==> src/rtl/sha256_stream_hasher_unit_macros.svh <==
// assertion macros for the stream hasher
`ifndef SHA256_STREAM_HASHER_UNIT_MACROS_SVH
`define SHA256_STREAM_HASHER_UNIT_MACROS_SVH

// same-cycle implication
`define SHA_ASSERT_IMP(lbl, ante, cons, msg) \
  lbl: assert property (@(posedge clk_i) disable iff (!rst_ni) (ante) |-> (cons)) \
    else $error(msg);

// next-cycle implication
`define SHA_ASSERT_NXT(lbl, ante, cons, msg) \
  lbl: assert property (@(posedge clk_i) disable iff (!rst_ni) (ante) |=> (cons)) \
    else $error(msg);

`endif

==> src/rtl/sha_pkg.sv <==
// package with types, constants and round functions of the hasher
`default_nettype none
package sha_pkg;

  localparam int unsigned ItemBits = 8;
  localparam int unsigned WordBits = 32;
  localparam int unsigned LenBits = 64;
  localparam int unsigned NumRounds = 64;
  localparam int unsigned NumHash = 8;
  localparam int unsigned BlockBits = 512;
  localparam logic [5:0] LenOffset = 6'd56;
  localparam logic [7:0] PadMarker = 8'h80;

  typedef struct packed {
    logic [ItemBits-1:0] msg_byte;
    logic                byte_present;
    logic                end_of_message;
  } item_t;

  typedef struct packed {
    logic start;
    logic reinit;
  } core_ctrl_t;

  typedef struct packed {
    logic busy;
    logic done;
  } core_stat_t;

  typedef struct packed {
    logic core_busy;
    logic pad_on;
  } back_stat_t;

  typedef enum logic [1:0] {
    ST_IDLE,
    ST_PAD,
    ST_COMP,
    ST_OUT
  } back_state_e;

  typedef enum logic [1:0] {
    PH_MARK,
    PH_ZERO,
    PH_LEN,
    PH_DONE
  } pad_phase_e;

  localparam logic [NumHash-1:0][WordBits-1:0] HashInit = {
    32'h5be0cd19, 32'h1f83d9ab, 32'h9b05688c, 32'h510e527f,
    32'ha54ff53a, 32'h3c6ef372, 32'hbb67ae85, 32'h6a09e667
  };

  localparam logic [WordBits-1:0] RoundK [NumRounds] = '{
    32'h428a2f98, 32'h71374491, 32'hb5c0fbcf, 32'he9b5dba5,
    32'h3956c25b, 32'h59f111f1, 32'h923f82a4, 32'hab1c5ed5,
    32'hd807aa98, 32'h12835b01, 32'h243185be, 32'h550c7dc3,
    32'h72be5d74, 32'h80deb1fe, 32'h9bdc06a7, 32'hc19bf174,
    32'he49b69c1, 32'hefbe4786, 32'h0fc19dc6, 32'h240ca1cc,
    32'h2de92c6f, 32'h4a7484aa, 32'h5cb0a9dc, 32'h76f988da,
    32'h983e5152, 32'ha831c66d, 32'hb00327c8, 32'hbf597fc7,
    32'hc6e00bf3, 32'hd5a79147, 32'h06ca6351, 32'h14292967,
    32'h27b70a85, 32'h2e1b2138, 32'h4d2c6dfc, 32'h53380d13,
    32'h650a7354, 32'h766a0abb, 32'h81c2c92e, 32'h92722c85,
    32'ha2bfe8a1, 32'ha81a664b, 32'hc24b8b70, 32'hc76c51a3,
    32'hd192e819, 32'hd6990624, 32'hf40e3585, 32'h106aa070,
    32'h19a4c116, 32'h1e376c08, 32'h2748774c, 32'h34b0bcb5,
    32'h391c0cb3, 32'h4ed8aa4a, 32'h5b9cca4f, 32'h682e6ff3,
    32'h748f82ee, 32'h78a5636f, 32'h84c87814, 32'h8cc70208,
    32'h90befffa, 32'ha4506ceb, 32'hbef9a3f7, 32'hc67178f2
  };

  function automatic logic [31:0] big_s0(input logic [31:0] x);
    return {x[1:0], x[31:2]} ^ {x[12:0], x[31:13]} ^ {x[21:0], x[31:22]};
  endfunction

  function automatic logic [31:0] big_s1(input logic [31:0] x);
    return {x[5:0], x[31:6]} ^ {x[10:0], x[31:11]} ^ {x[24:0], x[31:25]};
  endfunction

  function automatic logic [31:0] sm_s0(input logic [31:0] x);
    return {x[6:0], x[31:7]} ^ {x[17:0], x[31:18]} ^ {3'b000, x[31:3]};
  endfunction

  function automatic logic [31:0] sm_s1(input logic [31:0] x);
    return {x[16:0], x[31:17]} ^ {x[18:0], x[31:19]} ^ {10'd0, x[31:10]};
  endfunction

endpackage
`default_nettype wire

==> src/rtl/sha_ifs.sv <==
// handshake interfaces for the input and digest channels
`default_nettype none
interface sha_in_if;
  logic       valid;
  logic       ready;
  logic [7:0] msg_byte;
  logic       byte_present;
  logic       end_of_message;
  modport source(output valid, msg_byte, byte_present, end_of_message, input ready);
  modport sink(input valid, msg_byte, byte_present, end_of_message, output ready);
endinterface

interface sha_out_if;
  logic        valid;
  logic        ready;
  logic [31:0] digest_word;
  logic        last_word;
  modport source(output valid, digest_word, last_word, input ready);
  modport sink(input valid, digest_word, last_word, output ready);
endinterface
`default_nettype wire

==> src/rtl/sha256_stream_hasher_unit.sv <==
// top level of the streaming sha-256 hasher
//
// channel  dir  handshake     payload
// in_i     in   valid/ready   msg_byte, byte_present, end_of_message
// out_o    out  valid/ready   digest_word, last_word
//
// a queued byte is taken while idle; every 64th byte starts a compression in the round unit
// end of message adds padding (marker, zeros, 64-bit length) and one or two compressions
// then eight digest items, one per cycle while out_o.ready is high
// items with neither byte nor end are taken and dropped; a 4-deep queue holds the rest
// reset is asynchronous and active low; hash words return to the initial values
`default_nettype none
`include "sha256_stream_hasher_unit_macros.svh"
module sha256_stream_hasher_unit
  import sha_pkg::*;
(
  input  wire        clk_i,
  input  wire        rst_ni,
  sha_in_if.sink     in_i,
  sha_out_if.source  out_o
);

  logic       q_valid;
  logic       q_pop;
  item_t      q_item;
  back_stat_t bst;

  sha_front u_front (
    .clk_i    (clk_i),
    .rst_ni   (rst_ni),
    .in_i     (in_i),
    .q_valid_o(q_valid),
    .q_item_o (q_item),
    .q_pop_i  (q_pop)
  );

  sha_back u_back (
    .clk_i    (clk_i),
    .rst_ni   (rst_ni),
    .q_valid_i(q_valid),
    .q_item_i (q_item),
    .q_pop_o  (q_pop),
    .out_o    (out_o),
    .stat_o   (bst)
  );

  `SHA_ASSERT_IMP(a_out_idle_core, out_o.valid, !bst.core_busy, "digest while compressing")
  `SHA_ASSERT_IMP(a_out_in_pad, out_o.valid, bst.pad_on, "digest without end of message")
  `SHA_ASSERT_NXT(a_last_ends, out_o.valid && out_o.ready && out_o.last_word, !out_o.valid,
                  "digest runs past last word")

endmodule
`default_nettype wire

==> src/rtl/sha_front.sv <==
// input stage: accepts items, drops empty ones, queues the rest
`default_nettype none
module sha_front
  import sha_pkg::*;
(
  input  wire   clk_i,
  input  wire   rst_ni,
  sha_in_if.sink in_i,
  output logic  q_valid_o,
  output item_t q_item_o,
  input  wire   q_pop_i
);

  item_t       mem_q [4];
  logic [1:0]  wr_ptr_q, rd_ptr_q;
  logic [2:0]  cnt_q;
  logic        push;
  logic        pop;

  assign in_i.ready = (cnt_q != 3'd4);
  assign push = in_i.valid && in_i.ready && (in_i.byte_present || in_i.end_of_message);
  assign pop = q_pop_i && (cnt_q != 3'd0);
  assign q_valid_o = (cnt_q != 3'd0);
  assign q_item_o = mem_q[rd_ptr_q];

  always_ff @(posedge clk_i) begin
    if (push) begin
      mem_q[wr_ptr_q] <= '{msg_byte: in_i.msg_byte, byte_present: in_i.byte_present,
                           end_of_message: in_i.end_of_message};
    end
  end

  always_ff @(posedge clk_i or negedge rst_ni) begin
    if (!rst_ni) begin
      wr_ptr_q <= '0;
      rd_ptr_q <= '0;
      cnt_q    <= '0;
    end else begin
      if (push) wr_ptr_q <= wr_ptr_q + 2'd1;
      if (pop) rd_ptr_q <= rd_ptr_q + 2'd1;
      if (push && !pop) cnt_q <= cnt_q + 3'd1;
      else if (pop && !push) cnt_q <= cnt_q - 3'd1;
    end
  end

endmodule
`default_nettype wire

==> src/rtl/sha_core.sv <==
// compression unit: one round per cycle, hash words held here
`default_nettype none
module sha_core
  import sha_pkg::*;
(
  input  wire                              clk_i,
  input  wire                              rst_ni,
  input  core_ctrl_t                       ctrl_i,
  input  wire  [BlockBits-1:0]             block_i,
  output core_stat_t                       stat_o,
  output logic [NumHash-1:0][WordBits-1:0] hash_o
);

  logic [NumHash-1:0][WordBits-1:0] hash_q, v_q, v_d;
  logic [15:0][WordBits-1:0]        w_q, w_d;
  logic [5:0]                       rnd_q;
  logic                             busy_q, fin_q, done_q;
  logic [31:0]                      t1, t2, w_new;

  assign hash_o = hash_q;
  assign stat_o = '{busy: busy_q || fin_q, done: done_q};

  always_comb begin
    t1 = v_q[7] + big_s1(v_q[4]) + ((v_q[4] & v_q[5]) ^ (~v_q[4] & v_q[6]))
         + RoundK[rnd_q] + w_q[0];
    t2 = big_s0(v_q[0]) + ((v_q[0] & v_q[1]) ^ (v_q[0] & v_q[2]) ^ (v_q[1] & v_q[2]));
    w_new = sm_s1(w_q[14]) + w_q[9] + sm_s0(w_q[1]) + w_q[0];
    v_d[7] = v_q[6];
    v_d[6] = v_q[5];
    v_d[5] = v_q[4];
    v_d[4] = v_q[3] + t1;
    v_d[3] = v_q[2];
    v_d[2] = v_q[1];
    v_d[1] = v_q[0];
    v_d[0] = t1 + t2;
    for (int i = 0; i < 15; i++) w_d[i] = w_q[i+1];
    w_d[15] = w_new;
  end

  always_ff @(posedge clk_i) begin
    if (ctrl_i.start) begin
      v_q <= hash_q;
      for (int i = 0; i < 16; i++) w_q[i] <= block_i[BlockBits-1-32*i -: 32];
    end else if (busy_q) begin
      v_q <= v_d;
      w_q <= w_d;
    end
  end

  always_ff @(posedge clk_i or negedge rst_ni) begin
    if (!rst_ni) begin
      hash_q <= HashInit;
      rnd_q  <= '0;
      busy_q <= 1'b0;
      fin_q  <= 1'b0;
      done_q <= 1'b0;
    end else begin
      done_q <= 1'b0;
      fin_q  <= 1'b0;
      if (ctrl_i.reinit) begin
        hash_q <= HashInit;
      end
      if (ctrl_i.start) begin
        busy_q <= 1'b1;
        rnd_q  <= '0;
      end else if (busy_q) begin
        rnd_q <= rnd_q + 6'd1;
        if (rnd_q == 6'd63) begin
          busy_q <= 1'b0;
          fin_q  <= 1'b1;
        end
      end
      if (fin_q) begin
        for (int i = 0; i < NumHash; i++) hash_q[i] <= hash_q[i] + v_q[i];
        done_q <= 1'b1;
      end
    end
  end

endmodule
`default_nettype wire

==> src/rtl/sha_back.sv <==
// back end: block assembly, padding, compression control, digest output
`default_nettype none
module sha_back
  import sha_pkg::*;
(
  input  wire       clk_i,
  input  wire       rst_ni,
  input  wire       q_valid_i,
  input  item_t     q_item_i,
  output logic      q_pop_o,
  sha_out_if.source out_o,
  output back_stat_t stat_o
);

  back_state_e                      state_q, state_d;
  pad_phase_e                       ph_q, ph_d;
  logic [BlockBits-1:0]             block_q;
  logic [5:0]                       cnt_q;
  logic [LenBits-1:0]               len_q, len_d, padlen_q, padlen_d;
  logic                             pad_on_q, pad_on_d;
  logic [2:0]                       lidx_q, lidx_d, widx_q, widx_d;
  logic                             start_q, start_d;
  logic                             push;
  logic [7:0]                       push_byte;
  logic                             reinit;
  core_stat_t                       cst;
  logic [NumHash-1:0][WordBits-1:0] hash;

  sha_core u_core (
    .clk_i  (clk_i),
    .rst_ni (rst_ni),
    .ctrl_i ('{start: start_q, reinit: reinit}),
    .block_i(block_q),
    .stat_o (cst),
    .hash_o (hash)
  );

  assign out_o.digest_word = hash[widx_q];
  assign out_o.last_word   = (widx_q == 3'd7);
  assign stat_o = '{core_busy: cst.busy, pad_on: pad_on_q};

  always_comb begin
    state_d   = state_q;
    ph_d      = ph_q;
    len_d     = len_q;
    padlen_d  = padlen_q;
    pad_on_d  = pad_on_q;
    lidx_d    = lidx_q;
    widx_d    = widx_q;
    start_d   = 1'b0;
    push      = 1'b0;
    push_byte = 8'h00;
    q_pop_o   = 1'b0;
    reinit    = 1'b0;
    out_o.valid = 1'b0;
    case (state_q)
      ST_IDLE: begin
        if (q_valid_i) begin
          q_pop_o = 1'b1;
          if (q_item_i.byte_present) begin
            push      = 1'b1;
            push_byte = q_item_i.msg_byte;
            len_d     = len_q + 64'd8;
          end
          if (q_item_i.end_of_message) begin
            pad_on_d = 1'b1;
            padlen_d = len_d;
            ph_d     = PH_MARK;
            lidx_d   = '0;
            state_d  = ST_PAD;
          end
          if (push && cnt_q == 6'd63) begin
            start_d = 1'b1;
            state_d = ST_COMP;
          end
        end
      end
      ST_PAD: begin
        case (ph_q)
          PH_MARK: begin
            push      = 1'b1;
            push_byte = PadMarker;
            ph_d      = PH_ZERO;
          end
          PH_ZERO: begin
            if (cnt_q == LenOffset) begin
              ph_d = PH_LEN;
            end else begin
              push = 1'b1;
            end
          end
          PH_LEN: begin
            push      = 1'b1;
            push_byte = padlen_q[LenBits-1 -: 8];
            padlen_d  = {padlen_q[LenBits-9:0], 8'h00};
            lidx_d    = lidx_q + 3'd1;
            if (lidx_q == 3'd7) ph_d = PH_DONE;
          end
          default: ;
        endcase
        if (push && cnt_q == 6'd63) begin
          start_d = 1'b1;
          state_d = ST_COMP;
        end
      end
      ST_COMP: begin
        if (cst.done) begin
          if (!pad_on_q) state_d = ST_IDLE;
          else if (ph_q == PH_DONE) state_d = ST_OUT;
          else state_d = ST_PAD;
        end
      end
      ST_OUT: begin
        out_o.valid = 1'b1;
        if (out_o.ready) begin
          widx_d = widx_q + 3'd1;
          if (widx_q == 3'd7) begin
            reinit   = 1'b1;
            len_d    = '0;
            pad_on_d = 1'b0;
            state_d  = ST_IDLE;
          end
        end
      end
      default: state_d = ST_IDLE;
    endcase
  end

  always_ff @(posedge clk_i) begin
    if (push) block_q <= {block_q[BlockBits-9:0], push_byte};
    padlen_q <= padlen_d;
  end

  always_ff @(posedge clk_i or negedge rst_ni) begin
    if (!rst_ni) begin
      state_q  <= ST_IDLE;
      ph_q     <= PH_MARK;
      cnt_q    <= '0;
      len_q    <= '0;
      pad_on_q <= 1'b0;
      lidx_q   <= '0;
      widx_q   <= '0;
      start_q  <= 1'b0;
    end else begin
      state_q  <= state_d;
      ph_q     <= ph_d;
      len_q    <= len_d;
      pad_on_q <= pad_on_d;
      lidx_q   <= lidx_d;
      widx_q   <= widx_d;
      start_q  <= start_d;
      if (push) cnt_q <= cnt_q + 6'd1;
    end
  end

endmodule
`default_nettype wire

==> src/flat_wrapper.sv <==
// flat-port wrapper written by rule: the top's interface ports become plain ports
module sha256_stream_hasher_unit_flat import sha_pkg::*;
  (clk_i, rst_ni, in_i_valid, in_i_msg_byte, in_i_byte_present, in_i_end_of_message, in_i_ready, out_o_valid, out_o_digest_word, out_o_last_word, out_o_ready);
  sha_in_if in_i_i ();
  sha_out_if out_o_i ();
  input  wire clk_i;
  input  wire rst_ni;
  input wire logic [$bits(in_i_i.valid)-1:0] in_i_valid;
  input wire logic [$bits(in_i_i.msg_byte)-1:0] in_i_msg_byte;
  input wire logic [$bits(in_i_i.byte_present)-1:0] in_i_byte_present;
  input wire logic [$bits(in_i_i.end_of_message)-1:0] in_i_end_of_message;
  output wire logic [$bits(in_i_i.ready)-1:0] in_i_ready;
  output wire logic [$bits(out_o_i.valid)-1:0] out_o_valid;
  output wire logic [$bits(out_o_i.digest_word)-1:0] out_o_digest_word;
  output wire logic [$bits(out_o_i.last_word)-1:0] out_o_last_word;
  input wire logic [$bits(out_o_i.ready)-1:0] out_o_ready;
  assign in_i_i.valid = in_i_valid;
  assign in_i_i.msg_byte = in_i_msg_byte;
  assign in_i_i.byte_present = in_i_byte_present;
  assign in_i_i.end_of_message = in_i_end_of_message;
  assign in_i_ready = in_i_i.ready;
  assign out_o_valid = out_o_i.valid;
  assign out_o_digest_word = out_o_i.digest_word;
  assign out_o_last_word = out_o_i.last_word;
  assign out_o_i.ready = out_o_ready;
  sha256_stream_hasher_unit u_core (.clk_i(clk_i), .rst_ni(rst_ni), .in_i(in_i_i), .out_o(out_o_i));
endmodule
==> config.mk <==
export PLATFORM = sky130hd
export DESIGN_NAME = sha256_stream_hasher_unit_flat
export DESIGN_NICKNAME = d
export VERILOG_FILES = /design/src/rtl/sha_pkg.sv /design/src/rtl/sha_ifs.sv /design/src/rtl/sha256_stream_hasher_unit.sv /design/src/rtl/sha_front.sv /design/src/rtl/sha_core.sv /design/src/rtl/sha_back.sv /design/src/flat_wrapper.sv
export VERILOG_INCLUDE_DIRS = /design/src /design/src/rtl
export SDC_FILE = /design/constraint.sdc
export NUM_CORES = 2
export LEC_CHECK = 0
export CAP_MARGIN = 20
export CORE_ASPECT_RATIO = 0.75
export CORE_MARGIN = 1
export CORE_UTILIZATION = 45
export DETAILED_ROUTE_END_ITERATION = 10
export DONT_BUFFER_PORTS = 1
export PLACE_DENSITY = 0.61
export SLEW_MARGIN = 10
export SYNTH_ARGS = -nofsm -noshare
export SYNTH_HDL_FRONTEND = slang
export SYNTH_SLANG_ARGS = --single-unit
export TNS_END_PERCENT = 1
==> constraint.sdc <==
create_clock -name clk_i -period 22.4 [get_ports clk_i]
set_clock_uncertainty 0.05 [all_clocks]
set_input_delay 1.12 -clock clk_i [delete_from_list [all_inputs] [get_ports clk_i]]
set_output_delay 1.12 -clock clk_i [all_outputs]
set_load 0.02 [all_outputs]
* Word level (Yosys, flattened, before mapping) *
Memory sizes are Yosys's and may differ from the RTL's.
Cells that the tools add are included.

word-level totals
  output and inout bits = 35
  RAM bits = 40
  memories = 2
  bits of input ports = 14
  bits in registers = 1698
  memory bits (read-only) = 2048
  logic and storage cells = 225

memories
  name                  words  width  rd ports  clocked after Yosys merged registers in  wr ports  line             RTL
  (name not given)      64     32     1         0                                        0         sha_core.sv:25   + RoundK[rnd_q] + w_q[0];
  u_core.u_front.mem_q  4      10     1         0                                        1         sha_front.sv:14  item_t mem_q [4];

cells by class
  eq/ne operators = 23
  $add $sub $neg = 27
  reduce and logical (&&, ||, !) cells = 25
  $lt $le $gt $ge = 2
  bitwise operators = 18
  mux-type cells = 79

operators by type and width
  kind                                                             count
  256-bit 2-to-1 mux                                               4
  512-bit 2-to-1 mux                                               2
  32-bit adder                                                     18
  64-bit 2-to-1 mux                                                7
  32-bit bitwise XOR                                               9
  64-bit one-hot mux with 2 select lines                           2
  32-bit bitwise AND                                               5
  32-bit binary-select mux with 3-bit select                       1
  32-bit 2-to-1 mux                                                3
  64-bit by 4-bit adder with 64-bit output, second input constant  1
  32-bit NOT                                                       1
  8-bit one-hot mux with 2 select lines                            2
  32-bit by 22-bit bitwise XOR with 32-bit output                  1
  32-bit by 29-bit bitwise XOR with 32-bit output                  1
  1-bit 2-to-1 mux                                                 28
  2-bit 2-to-1 mux                                                 13
  6-bit equality test, second input constant                       3
  8-bit 2-to-1 mux                                                 2
  3-bit 2-to-1 mux                                                 5
  6-bit by 1-bit adder with 6-bit output, second input constant    2
  6-bit 2-to-1 mux                                                 2
  6-bit AND reduction                                              2
  2-bit nonzero test                                               5
  3-bit by 1-bit adder with 3-bit output, second input constant    3
  other kinds (27)                                                 52

* Depth between registers and ports, before layout *
  depth in word-level cells = 9
  depth in mapped cells = 41
  depth with buffers taken out = 39

* By module *
A second synthesis with hierarchy kept.

unflattened totals
  cells, all modules = 7817
  area total of the unflattened synthesis = 95860.7 um2

modules (own cells, without submodules)
  module     cells each  area each (um2)  sequential area each (um2)  times used
  sha_core   6288        69051.2          29863.6                     1
  sha_back   1441        24928.9          19183.4                     1
  sha_front  88          1880.6           1376.3                      1

* Worst setup path before layout *
No wires, ideal clock.

  kind = reg-to-reg
  start point = register u_core.u_back.state_q[0]
  end point = register u_core.u_back.state_q[1]
  required time = 22285 ps
  arrival = 13314 ps
  path buffers = 1
  period minus slack after synthesis = 13430 ps
  library setup time = 65 ps
  slack = 8970 ps
  stages on the path, launching flop included = 8
  cell sequence = dfrtp_1 > clkbuf_1 > nor3_1 > and2_1 > a21o_1 > nand2_1 > nor3_1 > a21o_1

between the ends
  cells in the longest elaborated chain, start to end = 3
  elaborated cells on any way between the ends = 12
  classes of those cells = eq/ne (9); mux (1); reduce/logical (2)

RTL lines
  item                                                                               line             RTL
  from (decl)                                                                        sha_back.sv:15   back_state_e state_q, state_d;
  from (signal assigned)                                                             sha_back.sv:145  state_q <= state_d;
  2-bit equality test (tied with other cells)                                        sha_back.sv:56   case (state_q)
  2-bit by 1-bit != test with 1-bit output (no source line) (tied with other cells)  n/a
  6-bit AND reduction (no source line)                                               n/a

Several ways; a longest one is shown, not always the timed one.
A chain may end at the register's enable or synchronous reset.

* Worst setup path in the final report *
  start point = register u_core.u_back.u_core.rnd_q[1]
  end point = register u_core.u_back.u_core.v_q (netlist bit u_core.u_back.u_core.v_d[63]) (data pin)

between the ends
  cells in the longest elaborated chain, start to end = 9

RTL lines
  item                                                   line            RTL
  from (decl)                                            sha_core.sv:16  logic [5:0] rnd_q;
  from (signal assigned)                                 sha_core.sv:67  rnd_q <= rnd_q + 6'd1;
  6-bit NOT with 7-bit output (implied by the code)      sha_core.sv:25
  memory read 64 x 32 bit                                n/a
  32-bit 2-to-1 mux (implied by the code) (2 in series)  sha_core.sv:25
  32-bit adder (2 in series)                             sha_core.sv:25
  32-bit adder                                           sha_core.sv:35  v_d[0] = t1 + t2;
  256-bit 2-to-1 mux                                     sha_core.sv:44  end else if (busy_q) begin
  256-bit 2-to-1 mux                                     sha_core.sv:41  if (ctrl_i.start) begin
  to (signal assigned)                                   sha_core.sv:42  v_q <= hash_q;
  to (signal assigned)                                   sha_core.sv:45  v_q <= v_d;
  to (decl)                                              sha_core.sv:14  logic [NumHash-1:0][WordBits-1:0] hash_q, v_q, v_d;

Every way passes these cells. The select of a mux whose other input is x is not followed.

==> impl_metrics.json <==
{
  "layout_common_cells": "edfxtp_1, mux2_2, nand2_1",
  "critPathCapture": "u_core.u_back.u_core.v_d[63]",
  "syn_area_um2": 95300,
  "wl_per_cell_um": 26.1,
  "synth_top_family_by_area": "compound AO/OA/AOI/OAI gates",
  "power_switching_mw": 1.34,
  "clock_power_share_pct": 45.8,
  "worstPathArrival_ns": 11.82,
  "ioPinCount": 49,
  "outcome": "finished, final reports clean",
  "multi_input_area_um2": 42500,
  "ctsHtreeMaxLevel": 4,
  "cts_buffer_depth": 4,
  "reg2reg_slack_ns": 11.07,
  "tightest_slew_ns": 1.20,
  "hold_viol_final": 0,
  "clkSlewWorstSetupHoldPaths_ns": 0.06,
  "power.internal_mw": 5.13,
  "grt_pass1_vias": 59600,
  "synth_edf_count": 1381,
  "post-route-min-period_ns": 11.33,
  "wl_met3_mm": 25.5,
  "p_seq_share_pct": 53.4,
  "grt.overflow.total": 0,
  "max_freq_mhz": 88.3,
  "p_leak_nw": 36.7,
  "slowest_delay_ns": 0.85,
  "drv_cap": 0,
  "layout.nets": 8210,
  "cp.required_ns": 22.89,
  "slowest_stage": "dfrtp_1",
  "synth-seq-cells": 1732,
  "clk_latency_ns": 0.88,
  "synth.distinct_cells": 91,
  "critPathLaunchType": "register",
  "post-route-util_pct": 49.7,
  "drcViolationCount": 0,
  "area_growth_pct": 9.25,
  "drv_slew": 0,
  "synthesis.nets": 8276,
  "root_buffer": "clkbuf_16",
  "top_layer_used": "met4",
  "track_usage_pct": 25.4,
  "gp_congestion": 0.933,
  "reg2reg_from": "u_core.u_back.u_core.rnd_q[1]",
  "synth-xor-area-share_pct": 5.95,
  "dpl.hpwl_mm": 194,
  "layout-drive-gt1-share_pct": 17.3,
  "ys.warnings.count": 0,
  "syn_avg_cell_area_um2": 12.4,
  "seqCellArea_um2": 50400,
  "synthCells": 7655,
  "finalSetupViolCount": 0,
  "postCtsResizedCells": 0,
  "ys_async_sr_fraction_pct": 20.3,
  "rsz0062_at_grt": "no",
  "grt_max_degree": 184,
  "via_per_inst": 5.91,
  "die_w_um": 533,
  "num_rows": 145,
  "antenna_found_initial": 5,
  "hold_ws_ns": 0.101,
  "max_slew_margin_pct": 19.2,
  "cts_tree": "yes",
  "wl_met2_mm": 107,
  "die_area_um2": 214000,
  "p_sw_share_pct": 20.7,
  "cts_setup_buffers": 0,
  "totalWireLength_mm": 275,
  "yosys_most_used_dff": "edfxtp_1",
  "clkSinkCount": 1732,
  "synth_seq_area_share_pct": 52.9,
  "power_mw": 6.47,
  "worstSetupPathType": "reg2reg",
  "synth_simple_gate_area_share_pct": 7.02,
  "reg2reg_depth": 36,
  "cts_buffers": 182,
  "synth.area.mux_share_pct": 10.8,
  "setup.worst_path.start": "u_core.u_back.u_core.rnd_q[1]",
  "initial_core_util_pct": 45.5,
  "drt_iter0_markers": 6812,
  "r2r_end": "u_core.u_back.u_core.v_d[63]",
  "io_buffer_count": 0,
  "synth_fa_ha_area_share_pct": 9.78,
  "final.period_utilization_pct": 50.6,
  "drtAntennaViolNets": 0,
  "crit_fanout": 20,
  "hold_class": "in2async",
  "grt_pass1_wl_mm": 405,
  "n_fill_cell": 18400,
  "die_h_um": 400,
  "layout_commonest_cell": "edfxtp_1",
  "drt-met1-wl_mm": 138,
  "via_count": 62100,
  "antennaDiodeCount": 0,
  "power_density_nw_per_um2": 62.2,
  "core_um2": 209000,
  "synth_compound_area_share_pct": 11.0,
  "first_pass_iters": 6,
  "end_kind": "register",
  "vdd.ir_drop.worst_mv": 0.0535,
  "tns_ns": 0,
  "combPwrFrac_pct": 0.7
}
==> power by group through the flow <==
stage / Clock, mW / Sequential (mW) / Combinational, mW
floorplan: 0 / 3.52 / 0.0241
global placement: 0 / 3.52 / 0.0313
detailed placement: 0 / 3.53 / 0.0338
CTS: 3.03 / 3.46 / 0.0459
global route: 3.14 / 3.46 / 0.0525
finish: 2.97 / 3.46 / 0.0462
==> worst max-delay path, delay by kind of cell, from the launching register on <==
family                   cells  cell delay [ns]
AO/OA/AOI/OAI               15             3.50
multiplexers                 1             0.56
flip-flops                   1             0.85
buffers and inverters        2             0.46
adder cells (fa/ha/maj)      8             3.75
AND/OR/NAND/NOR              8             1.49
XOR/XNOR                     2             0.37
==> cells in the mapped netlist (68+ instances only) <==
cell | instances | area share (%)
a21o_1 | 189 | 1.5
dfstp_2 | 136 | 3.8
nor3_1 | 112 | 0.59
nand2_1 | 589 | 2.3
mux2_2 | 720 | 8.5
edfxtp_1 | 1381 | 44
nand3_1 | 96 | 0.50
nand2b_1 | 68 | 0.45
xor2_1 | 221 | 2.0
nor2_1 | 324 | 1.3
ha_1 | 411 | 5.4
fa_1 | 196 | 4.1
xnor2_1 | 426 | 3.9
inv_1 | 271 | 1.1
dfrtp_1 | 215 | 5.6
o21ai_0 | 587 | 3.1
clkbuf_1 | 316 | 1.2
mux4_2 | 78 | 1.8
a21oi_1 | 437 | 2.3
o31ai_1 | 71 | 0.56
==> worst min-delay path by stage <==
stage	slack, ns	end	startpoint
after detailed placement	0.38	u_core.u_back.block_q[185]	u_core.u_back.block_q[177]
after global placement	0.37	u_core.u_back.block_q[458]	u_core.u_back.block_q[450]
after CTS	0.0007	u_core.u_back.u_core.hash_o[144]	rst_ni
after global routing	0.05	u_core.u_back.u_core.hash_o[205]	rst_ni
after floorplan	0.37	u_core.u_back.block_q[100]	u_core.u_back.block_q[92]
final	0.10	u_core.u_back.u_core.hash_o[144]	rst_ni
==> kinds of logic after synthesis <==
logic type      after synthesis
compound gates             1720
xor+xnor                    647
fa+ha+maj                   632
buf+inv                     633
flops                      1732
mux                         838
simple gates               1453
==> metrics by stage <==
step / setup WS [ns] / area (µm²) / cells
after floorplan: 8.97 / 95300 / 7655
after global placement: 11.41 / 98300 / 10200
after detailed placement: 11.27 / 98300 / 10200
after CTS: 11.22 / 104000 / 10500
after global routing: 10.62 / 104000 / 10500
final: 11.07 / 104000 / 10500
==> repair_timing <==
action | 4_1_cts | 5_1_grt
endpoints found under the setup margin | 0 | 0
hold buffers | 4 | 0
endpoints found under the hold margin | 171 | 0
==> final cells by class <==
type | instances | area share [%]
flip-flops and latches | 1732 | 48.5
multi-input cells | 5290 | 40.8
clock buffers | 234 | 4.68
well taps | 2793 | 3.36
inverters | 275 | 0.994
repair buffers | 108 | 0.906
clock inverters | 88 | 0.760
==> sequential cells by signal (all words and copies together), names as in the netlist, 32 cells and up <==
signal	count
u_core.u_back.len_q	61
u_core.u_back.u_core.v_d	192
u_core.u_back.u_core.hash_o	256
u_core.u_front.mem_q	40
u_core.u_back.block_q	512
u_core.u_back.u_core.w_d	480
u_core.u_back.u_core.v_q	64
u_core.u_back.padlen_q	61
u_core.u_back.u_core.w_q	32
==> metal layers <==
layer  vias up  global-route usage, %
met1     31500                   41.3
met2      2224                   33.1
met3       309                   6.79
met4         0                   4.72
met5         -                      0
li1      28100                      -
Note: power is estimated with default switching activity, not from simulation.
